<file path="config.mk">
export PLATFORM = sky130hd
export DESIGN_NAME = kalman_position_rate_filter
export DESIGN_NICKNAME = d
export VERILOG_FILES = /design/src/rtl/core/kprf_pkg.sv /design/src/rtl/core/kprf_mul.sv /design/src/rtl/core/kprf_div.sv /design/src/rtl/core/kalman_position_rate_filter.sv
export VERILOG_INCLUDE_DIRS = /design/src /design/src/rtl/core
export SDC_FILE = /design/constraint.sdc
export NUM_CORES = 2
export LEC_CHECK = 0
export BUFFER_PORTS_ARGS = -buffer_cell sky130_fd_sc_hd__buf_2
export CORE_ASPECT_RATIO = 0.8
export CORE_MARGIN = 2
export CORE_UTILIZATION = 55
export CTS_BUF_LIST = sky130_fd_sc_hd__clkbuf_16
export DETAILED_ROUTE_END_ITERATION = 8
export GPL_TIMING_DRIVEN = 0
export PLACE_DENSITY = 0.75
export SKIP_LAST_GASP = 1
export SLEW_MARGIN = 40
export SYNTH_ARGS = -nofsm -noshare
export SYNTH_HDL_FRONTEND = slang
export SYNTH_SLANG_ARGS = --single-unit
</file>
<file path="constraint.sdc">
create_clock -name clk -period 8.5 [get_ports clk]
set_clock_uncertainty 0.05 [all_clocks]
set_input_delay 0.85 -clock clk [delete_from_list [all_inputs] [get_ports clk]]
set_output_delay 0.85 -clock clk [all_outputs]
set_load 0.02 [all_outputs]
</file>
<file path="src/rtl/core/kalman_position_rate_filter_defines.svh">
// assertion macros shared by the filter rtl
`ifndef KALMAN_POSITION_RATE_FILTER_DEFINES_SVH
`define KALMAN_POSITION_RATE_FILTER_DEFINES_SVH
`ifndef SYNTHESIS
// clocked check, off while reset is asserted
`define KPRF_ASSERT(label, prop) \
    label: assert property (@(posedge clk) disable iff (!rst_n) prop) \
        else $error("kprf: assertion failed");
// clocked check, also live during reset
`define KPRF_ASSERT_NR(label, prop) \
    label: assert property (@(posedge clk) prop) \
        else $error("kprf: assertion failed");
`else
`define KPRF_ASSERT(label, prop)
`define KPRF_ASSERT_NR(label, prop)
`endif
`endif

</file>
<file path="src/rtl/core/kprf_pkg.sv">
`default_nettype none
package kprf_pkg;

    // default arithmetic format
    localparam int DATA_WIDTH_DEF = 32;
    localparam int FRAC_BITS_DEF  = 16;

    // configuration port widths
    localparam int CFG_IDX_W  = 2;
    localparam int CFG_DATA_W = 21;
    localparam int DT_W       = 16;

    // register reset values
    localparam logic [DT_W-1:0]       DT_RST    = 16'd3277;
    localparam logic [CFG_DATA_W-1:0] QPOS_RST  = 21'd6554;
    localparam logic [CFG_DATA_W-1:0] QRATE_RST = 21'd655;
    localparam logic [CFG_DATA_W-1:0] RMEAS_RST = 21'd1311;

    // register indexes
    typedef enum logic [CFG_IDX_W-1:0] {
        CFG_TIME_STEP,
        CFG_QPOS,
        CFG_QRATE,
        CFG_RMEAS
    } cfg_index_t;

endpackage
`default_nettype wire

</file>
<file path="src/rtl/core/kprf_mul.sv">
`default_nettype none
module kprf_mul #(
    parameter int DATA_WIDTH = kprf_pkg::DATA_WIDTH_DEF,
    parameter int FRAC_BITS  = kprf_pkg::FRAC_BITS_DEF
) (
    input  logic                         clk,
    input  logic                         rst_n,
    input  logic                         start,
    input  logic signed [DATA_WIDTH-1:0] a,
    input  logic signed [DATA_WIDTH-1:0] b,
    output logic                         done,
    output logic signed [DATA_WIDTH-1:0] product
);
    import kprf_pkg::*;

    localparam int W  = DATA_WIDTH;
    localparam int CW = $clog2(W + 1);
    localparam int RW = 2 * W + 1;

    typedef enum logic [1:0] {M_IDLE, M_RUN, M_FIN} mstate_t;

    mstate_t             state_reg;
    logic [W-1:0]        mcand_reg;
    logic [W-1:0]        mplier_reg;
    logic [2*W-1:0]      acc_reg;
    logic                neg_reg;
    logic [CW-1:0]       cnt_reg;
    logic signed [W-1:0] res_reg;
    logic                done_reg;

    logic [W-1:0]        mag_a;
    logic [W-1:0]        mag_b;
    logic [W:0]          add_sum;
    logic [RW-1:0]       rnd;
    logic [RW-1:0]       mg;
    logic [RW-1:0]       cap;
    logic signed [W-1:0] fin_val;

    // operand magnitudes
    assign mag_a = a[W-1] ? W'(-a) : W'(a);
    assign mag_b = b[W-1] ? W'(-b) : W'(b);

    // one multiplier bit per cycle into the upper half
    assign add_sum = {1'b0, acc_reg[2*W-1:W]}
                   + (mplier_reg[0] ? {1'b0, mcand_reg} : {(W+1){1'b0}});

    // round to nearest, drop fraction bits, saturate
    assign rnd = {1'b0, acc_reg} + (RW'(1) << (FRAC_BITS - 1));
    assign mg  = rnd >> FRAC_BITS;
    assign cap = RW'(1) << (W - 1);

    always_comb
    begin
        if (neg_reg)
        begin
            if (mg > cap)
                fin_val = {1'b1, {(W-1){1'b0}}};
            else
                fin_val = -$signed(mg[W-1:0]);
        end
        else
        begin
            if (mg >= cap)
                fin_val = {1'b0, {(W-1){1'b1}}};
            else
                fin_val = $signed(mg[W-1:0]);
        end
    end

    // sequencer and datapath registers
    always_ff @(posedge clk or negedge rst_n)
    begin
        if (!rst_n)
        begin
            state_reg  <= M_IDLE;
            mcand_reg  <= '0;
            mplier_reg <= '0;
            acc_reg    <= '0;
            neg_reg    <= 1'b0;
            cnt_reg    <= '0;
            res_reg    <= '0;
            done_reg   <= 1'b0;
        end
        else
        begin
            done_reg <= 1'b0;
            case (state_reg)
                M_IDLE:
                begin
                    if (start)
                    begin
                        mcand_reg  <= mag_a;
                        mplier_reg <= mag_b;
                        acc_reg    <= '0;
                        neg_reg    <= a[W-1] ^ b[W-1];
                        cnt_reg    <= CW'(W);
                        state_reg  <= M_RUN;
                    end
                end
                M_RUN:
                begin
                    acc_reg    <= {add_sum, acc_reg[W-1:1]};
                    mplier_reg <= mplier_reg >> 1;
                    cnt_reg    <= cnt_reg - 1'b1;
                    if (cnt_reg == CW'(1))
                        state_reg <= M_FIN;
                end
                M_FIN:
                begin
                    res_reg   <= fin_val;
                    done_reg  <= 1'b1;
                    state_reg <= M_IDLE;
                end
                default:
                begin
                    state_reg <= M_IDLE;
                end
            endcase
        end
    end

    assign done    = done_reg;
    assign product = res_reg;

endmodule
`default_nettype wire

</file>
<file path="src/rtl/core/kprf_div.sv">
`default_nettype none
module kprf_div #(
    parameter int DATA_WIDTH = kprf_pkg::DATA_WIDTH_DEF,
    parameter int FRAC_BITS  = kprf_pkg::FRAC_BITS_DEF
) (
    input  logic                         clk,
    input  logic                         rst_n,
    input  logic                         start,
    input  logic signed [DATA_WIDTH-1:0] num,
    input  logic signed [DATA_WIDTH-1:0] den,
    output logic                         done,
    output logic signed [DATA_WIDTH-1:0] quot
);
    import kprf_pkg::*;

    localparam int W  = DATA_WIDTH;
    localparam int QW = DATA_WIDTH + FRAC_BITS;
    localparam int CW = $clog2(QW + 1);

    typedef enum logic [1:0] {D_IDLE, D_RUN, D_FIN} dstate_t;

    dstate_t             state_reg;
    logic [QW-1:0]       dvd_reg;
    logic [QW-1:0]       q_reg;
    logic [W-1:0]        rem_reg;
    logic [W-1:0]        den_reg;
    logic                neg_reg;
    logic [CW-1:0]       cnt_reg;
    logic signed [W-1:0] res_reg;
    logic                done_reg;

    logic [W-1:0]        mag_n;
    logic [W-1:0]        trial;
    logic                ge;
    logic [QW-1:0]       cap;
    logic signed [W-1:0] fin_val;

    assign mag_n = num[W-1] ? W'(-num) : W'(num);

    // one quotient bit per cycle, restoring
    assign trial = {rem_reg[W-2:0], dvd_reg[QW-1]};
    assign ge    = (trial >= den_reg);

    // saturate the quotient magnitude with its sign
    assign cap = QW'(1) << (W - 1);

    always_comb
    begin
        if (q_reg > cap)
            fin_val = neg_reg ? {1'b1, {(W-1){1'b0}}} : {1'b0, {(W-1){1'b1}}};
        else if (neg_reg)
            fin_val = -$signed(q_reg[W-1:0]);
        else if (q_reg == cap)
            fin_val = {1'b0, {(W-1){1'b1}}};
        else
            fin_val = $signed(q_reg[W-1:0]);
    end

    // sequencer and datapath registers
    always_ff @(posedge clk or negedge rst_n)
    begin
        if (!rst_n)
        begin
            state_reg <= D_IDLE;
            dvd_reg   <= '0;
            q_reg     <= '0;
            rem_reg   <= '0;
            den_reg   <= '0;
            neg_reg   <= 1'b0;
            cnt_reg   <= '0;
            res_reg   <= '0;
            done_reg  <= 1'b0;
        end
        else
        begin
            done_reg <= 1'b0;
            case (state_reg)
                D_IDLE:
                begin
                    if (start)
                    begin
                        dvd_reg   <= {mag_n, {FRAC_BITS{1'b0}}};
                        q_reg     <= '0;
                        rem_reg   <= '0;
                        den_reg   <= den;
                        neg_reg   <= num[W-1];
                        cnt_reg   <= CW'(QW);
                        state_reg <= D_RUN;
                    end
                end
                D_RUN:
                begin
                    rem_reg   <= ge ? (trial - den_reg) : trial;
                    q_reg     <= {q_reg[QW-2:0], ge};
                    dvd_reg   <= dvd_reg << 1;
                    cnt_reg   <= cnt_reg - 1'b1;
                    if (cnt_reg == CW'(1))
                        state_reg <= D_FIN;
                end
                D_FIN:
                begin
                    res_reg   <= fin_val;
                    done_reg  <= 1'b1;
                    state_reg <= D_IDLE;
                end
                default:
                begin
                    state_reg <= D_IDLE;
                end
            endcase
        end
    end

    assign done = done_reg;
    assign quot = res_reg;

endmodule
`default_nettype wire

</file>
<file path="src/rtl/core/kalman_position_rate_filter.sv">
`default_nettype none
`include "kalman_position_rate_filter_defines.svh"
// Two-state (position, rate) Kalman filter on signed fixed point with FRAC_BITS fraction
// bits held at DATA_WIDTH bits; one measurement word in gives one word out carrying the
// corrected position and rate, saturated to 32 bits. State resets to zero with identity
// covariance. Nine multiplies go one at a time through a shift-add unit that retires one
// multiplier bit a cycle, and the two gains through a restoring divider that retires one
// quotient bit a cycle. One word is worked at a time; in_stall is high while it is in
// flight. The next word may be taken while the previous result still waits on the output.
// Configuration registers are written through the cfg channel, which is always ready; the user
// must write them only while the block is idle, as the block itself does not enforce this.
module kalman_position_rate_filter #(
    parameter int DATA_WIDTH = kprf_pkg::DATA_WIDTH_DEF,
    parameter int FRAC_BITS  = kprf_pkg::FRAC_BITS_DEF
) (
    input  logic                                clk,
    input  logic                                rst_n,
    input  logic                                in_valid,
    output logic                                in_stall,
    input  logic signed [31:0]                  measurement,
    output logic                                out_valid,
    input  logic                                out_stall,
    output logic signed [31:0]                  position_estimate,
    output logic signed [31:0]                  rate_estimate,
    input  logic                                cfg_valid,
    output logic                                cfg_ready,
    input  logic [kprf_pkg::CFG_IDX_W-1:0]      cfg_index,
    input  logic [kprf_pkg::CFG_DATA_W-1:0]     cfg_data
);
    import kprf_pkg::*;

    localparam int W  = DATA_WIDTH;
    localparam int XW = DATA_WIDTH + 34;

    typedef enum logic [3:0] {
        ST_IDLE, ST_XP, ST_M01, ST_M00A, ST_M00B, ST_S, ST_K0, ST_K1,
        ST_EP, ST_ER, ST_P00, ST_P01, ST_P11, ST_DONE
    } state_t;

    // saturate a widened value to the data range
    function automatic logic signed [W-1:0] sat_w(input logic signed [XW-1:0] v);
        logic signed [XW-1:0] hi;
        logic signed [XW-1:0] lo;
        hi = {{(XW-W+1){1'b0}}, {(W-1){1'b1}}};
        lo = ~hi;
        if (v > hi)
            return hi[W-1:0];
        else if (v < lo)
            return lo[W-1:0];
        else
            return v[W-1:0];
    endfunction

    // saturate a widened value to the 32 bit output range
    function automatic logic signed [31:0] sat_32(input logic signed [XW-1:0] v);
        logic signed [XW-1:0] hi;
        logic signed [XW-1:0] lo;
        hi = {{(XW-31){1'b0}}, {31{1'b1}}};
        lo = ~hi;
        if (v > hi)
            return hi[31:0];
        else if (v < lo)
            return lo[31:0];
        else
            return v[31:0];
    endfunction

    function automatic logic signed [XW-1:0] ext(input logic signed [W-1:0] v);
        return XW'(v);
    endfunction

    state_t                  state_reg;
    logic                    issued_reg;
    logic                    out_valid_reg;
    logic signed [31:0]      pos_out_reg;
    logic signed [31:0]      rate_out_reg;

    logic [DT_W-1:0]         dt_reg;
    logic [CFG_DATA_W-1:0]   qpos_reg;
    logic [CFG_DATA_W-1:0]   qrate_reg;
    logic [CFG_DATA_W-1:0]   rmeas_reg;

    logic signed [W-1:0]     est_pos_reg;
    logic signed [W-1:0]     est_rate_reg;
    logic signed [W-1:0]     p00_reg;
    logic signed [W-1:0]     p01_reg;
    logic signed [W-1:0]     p11_reg;
    logic signed [W-1:0]     z_reg;
    logic signed [W-1:0]     xp_reg;
    logic signed [W-1:0]     m00_reg;
    logic signed [W-1:0]     m01_reg;
    logic signed [W-1:0]     m11_reg;
    logic signed [W-1:0]     s_reg;
    logic signed [W-1:0]     y_reg;
    logic signed [W-1:0]     k0_reg;
    logic signed [W-1:0]     k1_reg;

    logic signed [W-1:0]     dt_w;
    logic signed [W-1:0]     s_sum;
    logic                    mul_op;
    logic                    div_op;
    logic                    mul_start;
    logic                    div_start;
    logic signed [W-1:0]     mul_a;
    logic signed [W-1:0]     mul_b;
    logic signed [W-1:0]     div_n;
    logic                    mul_done;
    logic                    div_done;
    logic signed [W-1:0]     mul_res;
    logic signed [W-1:0]     div_res;

    assign dt_w  = $signed(W'(dt_reg));
    assign s_sum = sat_w(ext(m00_reg) + XW'(rmeas_reg));

    // operand selection for the shared units
    always_comb
    begin
        mul_op = 1'b1;
        div_op = 1'b0;
        mul_a  = '0;
        mul_b  = '0;
        div_n  = m00_reg;
        case (state_reg)
            ST_XP:   begin mul_a = dt_w;   mul_b = est_rate_reg; end
            ST_M01:  begin mul_a = dt_w;   mul_b = p11_reg;      end
            ST_M00A: begin mul_a = dt_w;   mul_b = p01_reg;      end
            ST_M00B: begin mul_a = dt_w;   mul_b = m01_reg;      end
            ST_EP:   begin mul_a = k0_reg; mul_b = y_reg;        end
            ST_ER:   begin mul_a = k1_reg; mul_b = y_reg;        end
            ST_P00:  begin mul_a = k0_reg; mul_b = m00_reg;      end
            ST_P01:  begin mul_a = k0_reg; mul_b = m01_reg;      end
            ST_P11:  begin mul_a = k1_reg; mul_b = m01_reg;      end
            ST_K0:   begin mul_op = 1'b0; div_op = 1'b1; div_n = m00_reg; end
            ST_K1:   begin mul_op = 1'b0; div_op = 1'b1; div_n = m01_reg; end
            default: begin mul_op = 1'b0; end
        endcase
    end

    assign mul_start = mul_op && !issued_reg;
    assign div_start = div_op && !issued_reg;

    kprf_mul #(
        .DATA_WIDTH (DATA_WIDTH),
        .FRAC_BITS  (FRAC_BITS)
    ) u_mul (
        .clk     (clk),
        .rst_n   (rst_n),
        .start   (mul_start),
        .a       (mul_a),
        .b       (mul_b),
        .done    (mul_done),
        .product (mul_res)
    );

    kprf_div #(
        .DATA_WIDTH (DATA_WIDTH),
        .FRAC_BITS  (FRAC_BITS)
    ) u_div (
        .clk   (clk),
        .rst_n (rst_n),
        .start (div_start),
        .num   (div_n),
        .den   (s_reg),
        .done  (div_done),
        .quot  (div_res)
    );

    // sequencer, filter state and output word
    always_ff @(posedge clk or negedge rst_n)
    begin
        if (!rst_n)
        begin
            state_reg     <= ST_IDLE;
            issued_reg    <= 1'b0;
            out_valid_reg <= 1'b0;
            pos_out_reg   <= '0;
            rate_out_reg  <= '0;
            dt_reg        <= DT_RST;
            qpos_reg      <= QPOS_RST;
            qrate_reg     <= QRATE_RST;
            rmeas_reg     <= RMEAS_RST;
            est_pos_reg   <= '0;
            est_rate_reg  <= '0;
            p00_reg       <= sat_w(XW'(1) << FRAC_BITS);
            p01_reg       <= '0;
            p11_reg       <= sat_w(XW'(1) << FRAC_BITS);
            z_reg         <= '0;
            xp_reg        <= '0;
            m00_reg       <= '0;
            m01_reg       <= '0;
            m11_reg       <= '0;
            s_reg         <= '0;
            y_reg         <= '0;
            k0_reg        <= '0;
            k1_reg        <= '0;
        end
        else
        begin
            // register writes
            if (cfg_valid)
            begin
                case (cfg_index)
                    CFG_TIME_STEP: dt_reg    <= cfg_data[DT_W-1:0];
                    CFG_QPOS:      qpos_reg  <= cfg_data;
                    CFG_QRATE:     qrate_reg <= cfg_data;
                    CFG_RMEAS:     rmeas_reg <= cfg_data;
                    default:       ;
                endcase
            end

            // output word taken, unless a new one replaces it below
            if (out_valid_reg && !out_stall && (state_reg != ST_DONE))
                out_valid_reg <= 1'b0;

            if (mul_start || div_start)
                issued_reg <= 1'b1;

            case (state_reg)
                ST_IDLE:
                begin
                    if (in_valid)
                    begin
                        z_reg     <= sat_w(XW'(measurement));
                        state_reg <= ST_XP;
                    end
                end
                ST_XP:
                begin
                    if (mul_done)
                    begin
                        xp_reg     <= sat_w(ext(est_pos_reg) + ext(mul_res));
                        issued_reg <= 1'b0;
                        state_reg  <= ST_M01;
                    end
                end
                ST_M01:
                begin
                    if (mul_done)
                    begin
                        m01_reg    <= sat_w(ext(p01_reg) + ext(mul_res));
                        issued_reg <= 1'b0;
                        state_reg  <= ST_M00A;
                    end
                end
                ST_M00A:
                begin
                    if (mul_done)
                    begin
                        m00_reg    <= sat_w(ext(p00_reg) + ext(mul_res));
                        issued_reg <= 1'b0;
                        state_reg  <= ST_M00B;
                    end
                end
                ST_M00B:
                begin
                    if (mul_done)
                    begin
                        m00_reg    <= sat_w(ext(sat_w(ext(m00_reg) + ext(mul_res)))
                                            + XW'(qpos_reg));
                        issued_reg <= 1'b0;
                        state_reg  <= ST_S;
                    end
                end
                ST_S:
                begin
                    // innovation variance, kept at least one lsb
                    s_reg     <= (s_sum < 1) ? W'(1) : s_sum;
                    m11_reg   <= sat_w(ext(p11_reg) + XW'(qrate_reg));
                    y_reg     <= sat_w(ext(z_reg) - ext(xp_reg));
                    state_reg <= ST_K0;
                end
                ST_K0:
                begin
                    if (div_done)
                    begin
                        k0_reg     <= div_res;
                        issued_reg <= 1'b0;
                        state_reg  <= ST_K1;
                    end
                end
                ST_K1:
                begin
                    if (div_done)
                    begin
                        k1_reg     <= div_res;
                        issued_reg <= 1'b0;
                        state_reg  <= ST_EP;
                    end
                end
                ST_EP:
                begin
                    if (mul_done)
                    begin
                        est_pos_reg <= sat_w(ext(xp_reg) + ext(mul_res));
                        issued_reg  <= 1'b0;
                        state_reg   <= ST_ER;
                    end
                end
                ST_ER:
                begin
                    if (mul_done)
                    begin
                        est_rate_reg <= sat_w(ext(est_rate_reg) + ext(mul_res));
                        issued_reg   <= 1'b0;
                        state_reg    <= ST_P00;
                    end
                end
                ST_P00:
                begin
                    if (mul_done)
                    begin
                        p00_reg    <= sat_w(ext(m00_reg) - ext(mul_res));
                        issued_reg <= 1'b0;
                        state_reg  <= ST_P01;
                    end
                end
                ST_P01:
                begin
                    if (mul_done)
                    begin
                        p01_reg    <= sat_w(ext(m01_reg) - ext(mul_res));
                        issued_reg <= 1'b0;
                        state_reg  <= ST_P11;
                    end
                end
                ST_P11:
                begin
                    if (mul_done)
                    begin
                        p11_reg    <= sat_w(ext(m11_reg) - ext(mul_res));
                        issued_reg <= 1'b0;
                        state_reg  <= ST_DONE;
                    end
                end
                ST_DONE:
                begin
                    // hand over the word once the output register is free
                    if (!out_valid_reg || !out_stall)
                    begin
                        pos_out_reg   <= sat_32(ext(est_pos_reg));
                        rate_out_reg  <= sat_32(ext(est_rate_reg));
                        out_valid_reg <= 1'b1;
                        state_reg     <= ST_IDLE;
                    end
                end
                default:
                begin
                    state_reg <= ST_IDLE;
                end
            endcase
        end
    end

    assign in_stall          = (state_reg != ST_IDLE);
    assign out_valid         = out_valid_reg;
    assign position_estimate = pos_out_reg;
    assign rate_estimate     = rate_out_reg;
    assign cfg_ready         = 1'b1;

    // checks
    `KPRF_ASSERT(a_out_from_done, $rose(out_valid_reg) |-> $past(state_reg == ST_DONE))
    `KPRF_ASSERT(a_div_positive, div_start |-> (s_reg > 0))
    `KPRF_ASSERT(a_result_issued, (mul_done || div_done) |-> issued_reg)
    `KPRF_ASSERT_NR(a_idle_clear, (state_reg == ST_IDLE) |-> !issued_reg)

endmodule
`default_nettype wire
</file>
## Word-level counts from Yosys, hierarchy flattened

Index checks and enable logic that the tools add are counted.
Widths: inputs -> output; s select.

- Register bits after elaboration: 968
- Output and inout port bits: 67
- RAM bits: 0
- Bits in latches: 0
- ROM bits: 0
- Input port bits: 60
- Logic and storage cells: 287
- Memories kept: 0

- Bitwise operators: 1
- $mul: 0
- Reduce and logical (&&, ||, !) cells: 47
- Mux-type cells: 98
- Add/subtract/negate cells: 23
- Shift operators: 0
- Divide/modulo/power cells: 0
- Order comparisons: 37
- Equal/unequal tests: 41

Operator list:

| operator | count |
|---|---|
| $mux 32 | 50 |
| $gt 33x32->1 const B | 13 |
| $lt 33x32->1 const B | 13 |
| $add 32x32->33 | 6 |
| $pmux 32 s6 | 1 |
| $pmux 48 s2 | 2 |
| $neg 32->32 | 5 |
| $sub 32x32->33 | 4 |
| $pmux 32 s2 | 2 |
| $pmux 64 s2 | 1 |
| $add 32x22->33 | 3 |
| $gt 32x32->1 const B | 3 |
| $lt 32x32->1 const B | 3 |
| $mux 48 | 2 |
| $pmux 32 s3 | 1 |
| $add 64x16->65 const B | 1 |
| $mux 64 | 1 |
| $mux 31 | 2 |
| $pmux 31 s2 | 1 |
| $pmux 4 s14 | 1 |
| $mux 4 | 13 |
| $ge 49x32->1 const B | 1 |
| $gt 49x32->1 const B | 1 |
| $eq 48x32->1 const B | 1 |
| 37 further kinds | 116 |

## Logic depth before layout (Yosys ltp)

- Depth after elaboration: 12
- Mapped depth: 28
- Mapped depth without buffers: 26

## Hierarchy

A second synthesis with hierarchy kept.

- Cells, all modules: 7735
- Area total of the unflattened synthesis: 67322.1 µm²

By module, submodules not included:

| module | sequential area each (µm²) | area each (µm²) | times used | cells an instance |
|---|---|---|---|---|
| kalman_position_rate_filter | 14975.6 | 45218.4 | 1 | 5121 |
| kprf_mul | 3878.7 | 11407.2 | 1 | 1351 |
| kprf_div | 4629.4 | 10696.5 | 1 | 1263 |

## Worst setup path after synthesis

Ideal clock, no wire load.

- Path type: register -> register
- Start point: reg u_mul.res_reg[1] (netlist: u_mul.product[1])
- End point: reg m00_reg[25]
- Setup time: 92 ps
- Data arrival time: 6323 ps
- Buffers on the path: 3
- Path slack: 2035 ps
- Data required time: 8358 ps
- Period minus slack after synthesis: 6465 ps
- Stages on the path, launching flop included: 25
- Path through: dfrtp_1 > inv_1 > fa_1 > nor2_1 > o221ai_1 > a211oi_2 > o211ai_1 > a2111oi_2 > o31a_1 > buf_4 > nand2_1 > clkbuf_1 > a21oi_1 > ha_1 > or4_1 > a41o_1 > a21oi_1 > a21oi_1 > and4_1 > a211oi_1 > a31oi_1 > o21ai_4 > buf_6 > nor2_1 > o31ai_2

- Word-level cells in the longest chain between the ends: 12
- Elaborated cells on any way between the ends: 20
- Classes of those cells: add/sub (3); order compare (6); mux (11)

RTL lines:

| element | RTL line | source |
|---|---|---|
| start, declared | kprf_mul.sv:28 | `logic signed [W-1:0] res_reg;` |
| start signal, assigned | kprf_mul.sv:110 | `res_reg <= fin_val;` |
| $add 32x32->33 | kalman_position_rate_filter.sv:258 | `m00_reg <= sat_w(ext(sat_w(ext(m00_reg) + ext(mul_res)))` |
| $lt 33x32->1 | kalman_position_rate_filter.sv:48 | `else if (v < lo)` |
| $mux 32 | kalman_position_rate_filter.sv:48 |  |
| $mux 32 | kalman_position_rate_filter.sv:46 | `if (v > hi)` |
| $mux 32 | kalman_position_rate_filter.sv:256 | `if (mul_done)` |
| $mux 32 | kalman_position_rate_filter.sv:218 | `case (state_reg)` |
| $add 32x22->33 | kalman_position_rate_filter.sv:259 | `+ XW'(qpos_reg));` |
| $lt 33x32->1 | kalman_position_rate_filter.sv:48 |  |
| $mux 32 | kalman_position_rate_filter.sv:48 |  |
| $mux 32 | kalman_position_rate_filter.sv:46 |  |
| $mux 32 | kalman_position_rate_filter.sv:256 |  |
| $pmux 32 s2 * | kalman_position_rate_filter.sv:218 |  |
| end signal, assigned | kalman_position_rate_filter.sv:249 | `m00_reg <= sat_w(ext(p00_reg) + ext(mul_res));` |
| end signal, assigned | kalman_position_rate_filter.sv:258 |  |
| end, declared | kalman_position_rate_filter.sv:90 | `logic signed [W-1:0] m00_reg;` |

Mark *: on every way between the ends. The rest lies on a longest branch, timed or not. The select of a mux whose other input is x is not followed.
A chain may end at the register's enable or synchronous reset.

## Worst setup path in the final report

- Start point: reg u_mul.res_reg[14] (netlist: u_mul.product[14])
- End point: reg m00_reg[16]

The elaborated chain is that of the path after synthesis.

==> parameters.txt <==
Parameter                              Value

Pwr
  Internal power ... roughly 14 mW
  Post-route total power ... approximately 27 mW
  Switching power of the nets ... approximately 13 mW
  Sequential share of power ... 26.4%
  Combinational fraction of design power ... between 50% and 60%
  Maximum VDD drop ... between 0.2 and 0.3 mV
  Switch share ... 49.5%
  Part of the total power dissipated in the clock network ... between 15 and 20%
  Static power due to leakage ... ~34 nW
  Pwr/cell area ... 366 nW/um^2

Critical path
  Data arrival, critical path ... roughly 8.7 ns
  Worst flop-to-flop path startpoint ... u_mul.product[14]$_DFFE_PN0P_
  Internal reg-to-reg setup slack ... approximately 0.35 ns
  Worst Setup End Kind ... flip-flop
  Critical path class ... reg2reg
  R2R depth ... 26
  Type of origin of the critical path ... flip-flop
  Largest fanout on the critical path ... 10
  RR Endpoint ... m00_reg[16]$_DFFE_PN0P_
  Required arrival time at the worst endpoint ... slightly above 9 ns

Timing
  Hold violation total from the final report ... 0
  Final clock period utilization by the worst path ... 95.9%
  Final number of max-transition violations ... 0
  Slew at the pin closest to its max-slew limit ... between 0.9 and 1 ns
  Time the final worst path needs with I/O delays and setup ... just over 8 ns
  Tightest slew margin relative to the limit ... about a third
  Total setup violations reported at the end of the flow ... 0
  Peak Freq ... roughly 120 MHz
  Setup repair after global routing missed its margin ... no
  Hold slack ... ~0.28 ns

Detailed routing
  Post-detailed-route wirelength per cell ... between 20 and 30 um
  Final Routed Wirelength ... 259000 um
  Total number of vias ... 63206
  Drt pass-1 iters ... 6
  Ratio of routed vias to standard cells ... 6.51
  Remaining antenna violation count after routing ... 0
  Detailed router's first-iteration violation count ... 7857
  Number of DRC violations after detailed routing ... 0

Yosys
  Sequential share of the synthesized area ... roughly a third
  Proportion of register bits with asynchronous set or reset after synthesis ... 100%
  Predominant post-synthesis flop cell ... sky130_fd_sc_hd__dfrtp_1
  Area share of the largest cell type after synthesis ... between 30% and 40%
  Total standard cell area after synthesis ... ~67000 sq um
  Count of flip-flops with a built-in enable after synthesis ... 0
  Distinct cell type count of the synthesized netlist ... between 100 and 150
  Avg Synthesized Cell Area ... approximately 8.7 sq um
  Warning count from the yosys run ... 0
  Cell type contributing the most total cell area after synthesis ... sky130_fd_sc_hd__dfrtp_1
  Flip-flop and latch count after synthesis ... approximately 940
  Gate count of the mapped netlist ... about 7700
  Syn_nets ... 8240
  Cells taking the most area after synthesis ... sky130_fd_sc_hd__dfrtp_1 34%, sky130_fd_sc_hd__ha_1 8.5%, sky130_fd_sc_hd__o21ai_0 5.8%

Global route
  Number of antenna violations at the first check in global routing ... 31
  Leftover overflow at the end of global routing ... 0
  Vias in the first global route ... 58296
  Routing usage on met2 ... between 50% and 60%
  Most congested layer reported by global routing ... met1
  First-pass GRT wire length ... about 380000 um
  Overall fraction of global-route tracks in use ... 40.4%
  Largest net degree at the start of global routing ... ~110
  Met3 Use GR ... approximately an eighth
  Met1 global-route usage ... a little under three fifths

Place
  Half-perimeter wire length after detailed placement ... 202000 um
  Final Wtd Congestion ... 1.07
  Number of port buffers ... roughly 130

Clock tree
  Maximum level of the CTS H-tree ... 3
  Clk Latency, worst-skew pair ... around 0.76 ns
  TritonCTS clock tree ... yes
  Register clock-pin slew on the reported worst setup and hold paths ... 0.07 ns
  Clock tree root driver cell ... sky130_fd_sc_hd__clkbuf_16
  Sink count of the clock tree ... 937
  Number of clock buffers inserted by TritonCTS ... 100
  Clk buf depth ... 3

Final layout
  Fraction of final layout cells with drive strength greater than 1 ... approximately a tenth
  Number of nets in the layout ... about 8500
  Fillcell total ... approximately 11000
  Number of flip-flops under the largest register name ... 49
  Layout overhead on the synthesized area ... 10.4%

Floorplanning
  Starting Density ... 55.5%
  Vert. Die Dim ... approximately 320 um
  I/O pin total ... around 130
  Core outline area ... around 120000 sq um
  Die Span X ... 395 um
  Placement Rows ... ~110
  Area enclosed by the die boundary ... about 130000 sq um

Run
  Max-capacitance violation count ... 0

Hold path
  Critical hold path startpoint ... measurement[1]
  Worst hold path cell count ... 2
  Capture endpoint of the worst hold path ... z_reg[1]$_DFFE_PN0P_
  Type of the worst min-delay path ... in2reg

Outcome
  Outcome ... finished, final reports clean
==> synthesized netlist by cell type, types with 29 or more instances <==
cell type	instances
sky130_fd_sc_hd__a211oi_1	59
sky130_fd_sc_hd__a21o_1	212
sky130_fd_sc_hd__a21oi_1	562
sky130_fd_sc_hd__a22o_1	39
sky130_fd_sc_hd__a22oi_1	101
sky130_fd_sc_hd__a31oi_1	102
sky130_fd_sc_hd__and2_1	74
sky130_fd_sc_hd__and3_1	56
sky130_fd_sc_hd__buf_1	33
sky130_fd_sc_hd__buf_2	44
sky130_fd_sc_hd__clkbuf_1	295
sky130_fd_sc_hd__dfrtp_1	908
sky130_fd_sc_hd__dfstp_2	29
sky130_fd_sc_hd__ha_1	458
sky130_fd_sc_hd__inv_1	273
sky130_fd_sc_hd__maj3_1	56
sky130_fd_sc_hd__mux2_2	246
sky130_fd_sc_hd__mux2i_1	62
sky130_fd_sc_hd__nand2_1	853
sky130_fd_sc_hd__nand2b_1	71
sky130_fd_sc_hd__nand3_1	198
sky130_fd_sc_hd__nand4_1	53
sky130_fd_sc_hd__nor2_1	521
sky130_fd_sc_hd__nor2b_1	66
sky130_fd_sc_hd__nor3_1	124
sky130_fd_sc_hd__nor4_1	49
sky130_fd_sc_hd__o211ai_1	43
sky130_fd_sc_hd__o21a_1	67
sky130_fd_sc_hd__o21ai_0	780
sky130_fd_sc_hd__o21bai_1	80
sky130_fd_sc_hd__o31ai_1	55
sky130_fd_sc_hd__or3_1	46
sky130_fd_sc_hd__xnor2_1	342
sky130_fd_sc_hd__xor2_1	213
==> worst max-delay path, stage by stage (launching register included) <==
cell and delay, ns:
sky130_fd_sc_hd__dfrtp_2 0.71, sky130_fd_sc_hd__inv_1 0.45, sky130_fd_sc_hd__ha_1 0.40, sky130_fd_sc_hd__buf_2 0.22, sky130_fd_sc_hd__inv_1 0.17, sky130_fd_sc_hd__o2111ai_1 0.32
sky130_fd_sc_hd__nor3_1 0.13, sky130_fd_sc_hd__a21oi_2 0.29, sky130_fd_sc_hd__nand4_1 0.16, sky130_fd_sc_hd__a21oi_1 0.39, sky130_fd_sc_hd__xor2_2 0.39, sky130_fd_sc_hd__nand2_1 0.30
sky130_fd_sc_hd__clkbuf_2 0.30, sky130_fd_sc_hd__o21ai_0 0.21, sky130_fd_sc_hd__ha_1 0.32, sky130_fd_sc_hd__a211oi_1 0.34, sky130_fd_sc_hd__o21ai_0 0.19, sky130_fd_sc_hd__a41o_1 0.26
sky130_fd_sc_hd__a21oi_1 0.33, sky130_fd_sc_hd__a21oi_1 0.20, sky130_fd_sc_hd__and4_1 0.26, sky130_fd_sc_hd__a211oi_2 0.41, sky130_fd_sc_hd__a31oi_1 0.21, sky130_fd_sc_hd__o21ai_4 0.41
sky130_fd_sc_hd__buf_6 0.22, sky130_fd_sc_hd__a21oi_1 0.10, sky130_fd_sc_hd__o31ai_2 0.24
==> through the flow <==
stage	setup WS, ns	std cells	setup TNS, ns	instance area [sq um]	util (%)
finish	0.347	9702	0	74200	61.3
CTS	0.0814	9666	0	73900	61.0
detailed placement	-0.522	9473	-12.67	70400	58.1
global placement	-13.72	9456	-	69900	57.7
floorplan	2.03	7707	0	67200	-
global route	0.0247	9696	0	74200	61.3
==> area by class of cell <==
type	count	area, sq um	area share [%]
Multi-Input combinational cell	6114	41400	55.7
Sequential cell	937	23500	31.7
Clock buffer	100	2500	3.37
Tap cell	1624	2030	2.74
Buffer	380	1540	2.08
Timing Repair Buffer	170	1180	1.59
Inverter	276	1080	1.46
Clock inverter	88	940	1.27
Antenna cell	13	32.5	0.0438
==> metal layers <==
metal	wire length [um]	share of wire, %	up-vias
met1	110000	43	31003
met4	11800	4.6	20
li1	-	-	28571
met5	152	0.059	-
met3	32400	13	476
met2	104000	40	3136
==> cell families (layout without fill, tap and decap cells) <==
group,after synthesis,count (layout),share of synthesized area (%)
AO/OA/AOI/OAI,2481,2481,23.6
AND/OR/NAND/NOR,2240,2240,15.6
flip-flops,937,937,34.9
buffers and inverters,656,1014,3.80
XOR/XNOR,555,555,7.23
adder cells (fa/ha/maj),529,529,9.80
multiplexers,308,308,5.04
other,1,14,0.00558
==> cell usage in the layout (no fill, tap or decap), drive strengths merged, types with 26 or more instances in the layout <==
cell,instances
dfrtp,908
nand2,853
o21ai,785
a21oi,563
nor2,524
ha,458
clkbuf,397
xnor2,342
inv,287
buf,252
mux2,246
xor2,213
a21o,212
nand3,198
nor3,125
a31oi,102
a22oi,101
o21bai,80
and2,74
o31ai,74
nand2b,71
o21a,67
nor2b,66
mux2i,62
a211oi,61
and3,56
maj3,56
nand4,55
nor4,50
or3,47
o211ai,43
clkinv,40
a22o,39
dfstp,29
and4,27
a221oi,26
==> what timing repair did <==
action	in CTS	in global routing
resized for setup	11	36
hold buffers	1	0
pin swaps	0	3
endpoints found under the hold margin	23	0
setup endpoints to repair	32	32
buffers inserted	4	21
==> worst max path at each step <==
stage                                              from                            end  slack, ns  depth (start not counted)
after detailed placement  u_mul.product[23]$_DFFE_PN0P_         m00_reg[6]$_DFFE_PN0P_      -0.52                         26
after floorplan            u_mul.product[1]$_DFFE_PN0P_        m00_reg[25]$_DFFE_PN0P_       2.03                         24
final                     u_mul.product[14]$_DFFE_PN0P_        m00_reg[16]$_DFFE_PN0P_       0.35                         26
after CTS                 u_mul.product[10]$_DFFE_PN0P_         m00_reg[6]$_DFFE_PN0P_       0.08                         27
after global routing       u_mul.product[1]$_DFFE_PN0P_         m00_reg[8]$_DFFE_PN0P_       0.02                         27
after global placement                            rst_n  u_div.rem_reg[15]$_DFFE_PN0P_     -13.72                          1
==> power groups by stage <==
stage	Combinational [mW]	Clock, mW	Sequential, mW
after global routing	16.6	4.87	7.16
after detailed placement	14.6	0	7.06
after CTS	14.8	4.70	7.00
after global placement	14.4	0	7.04
final	15.4	4.67	7.17
after floorplan	10.8	0	6.10
(Power assumes the default switching activity.)
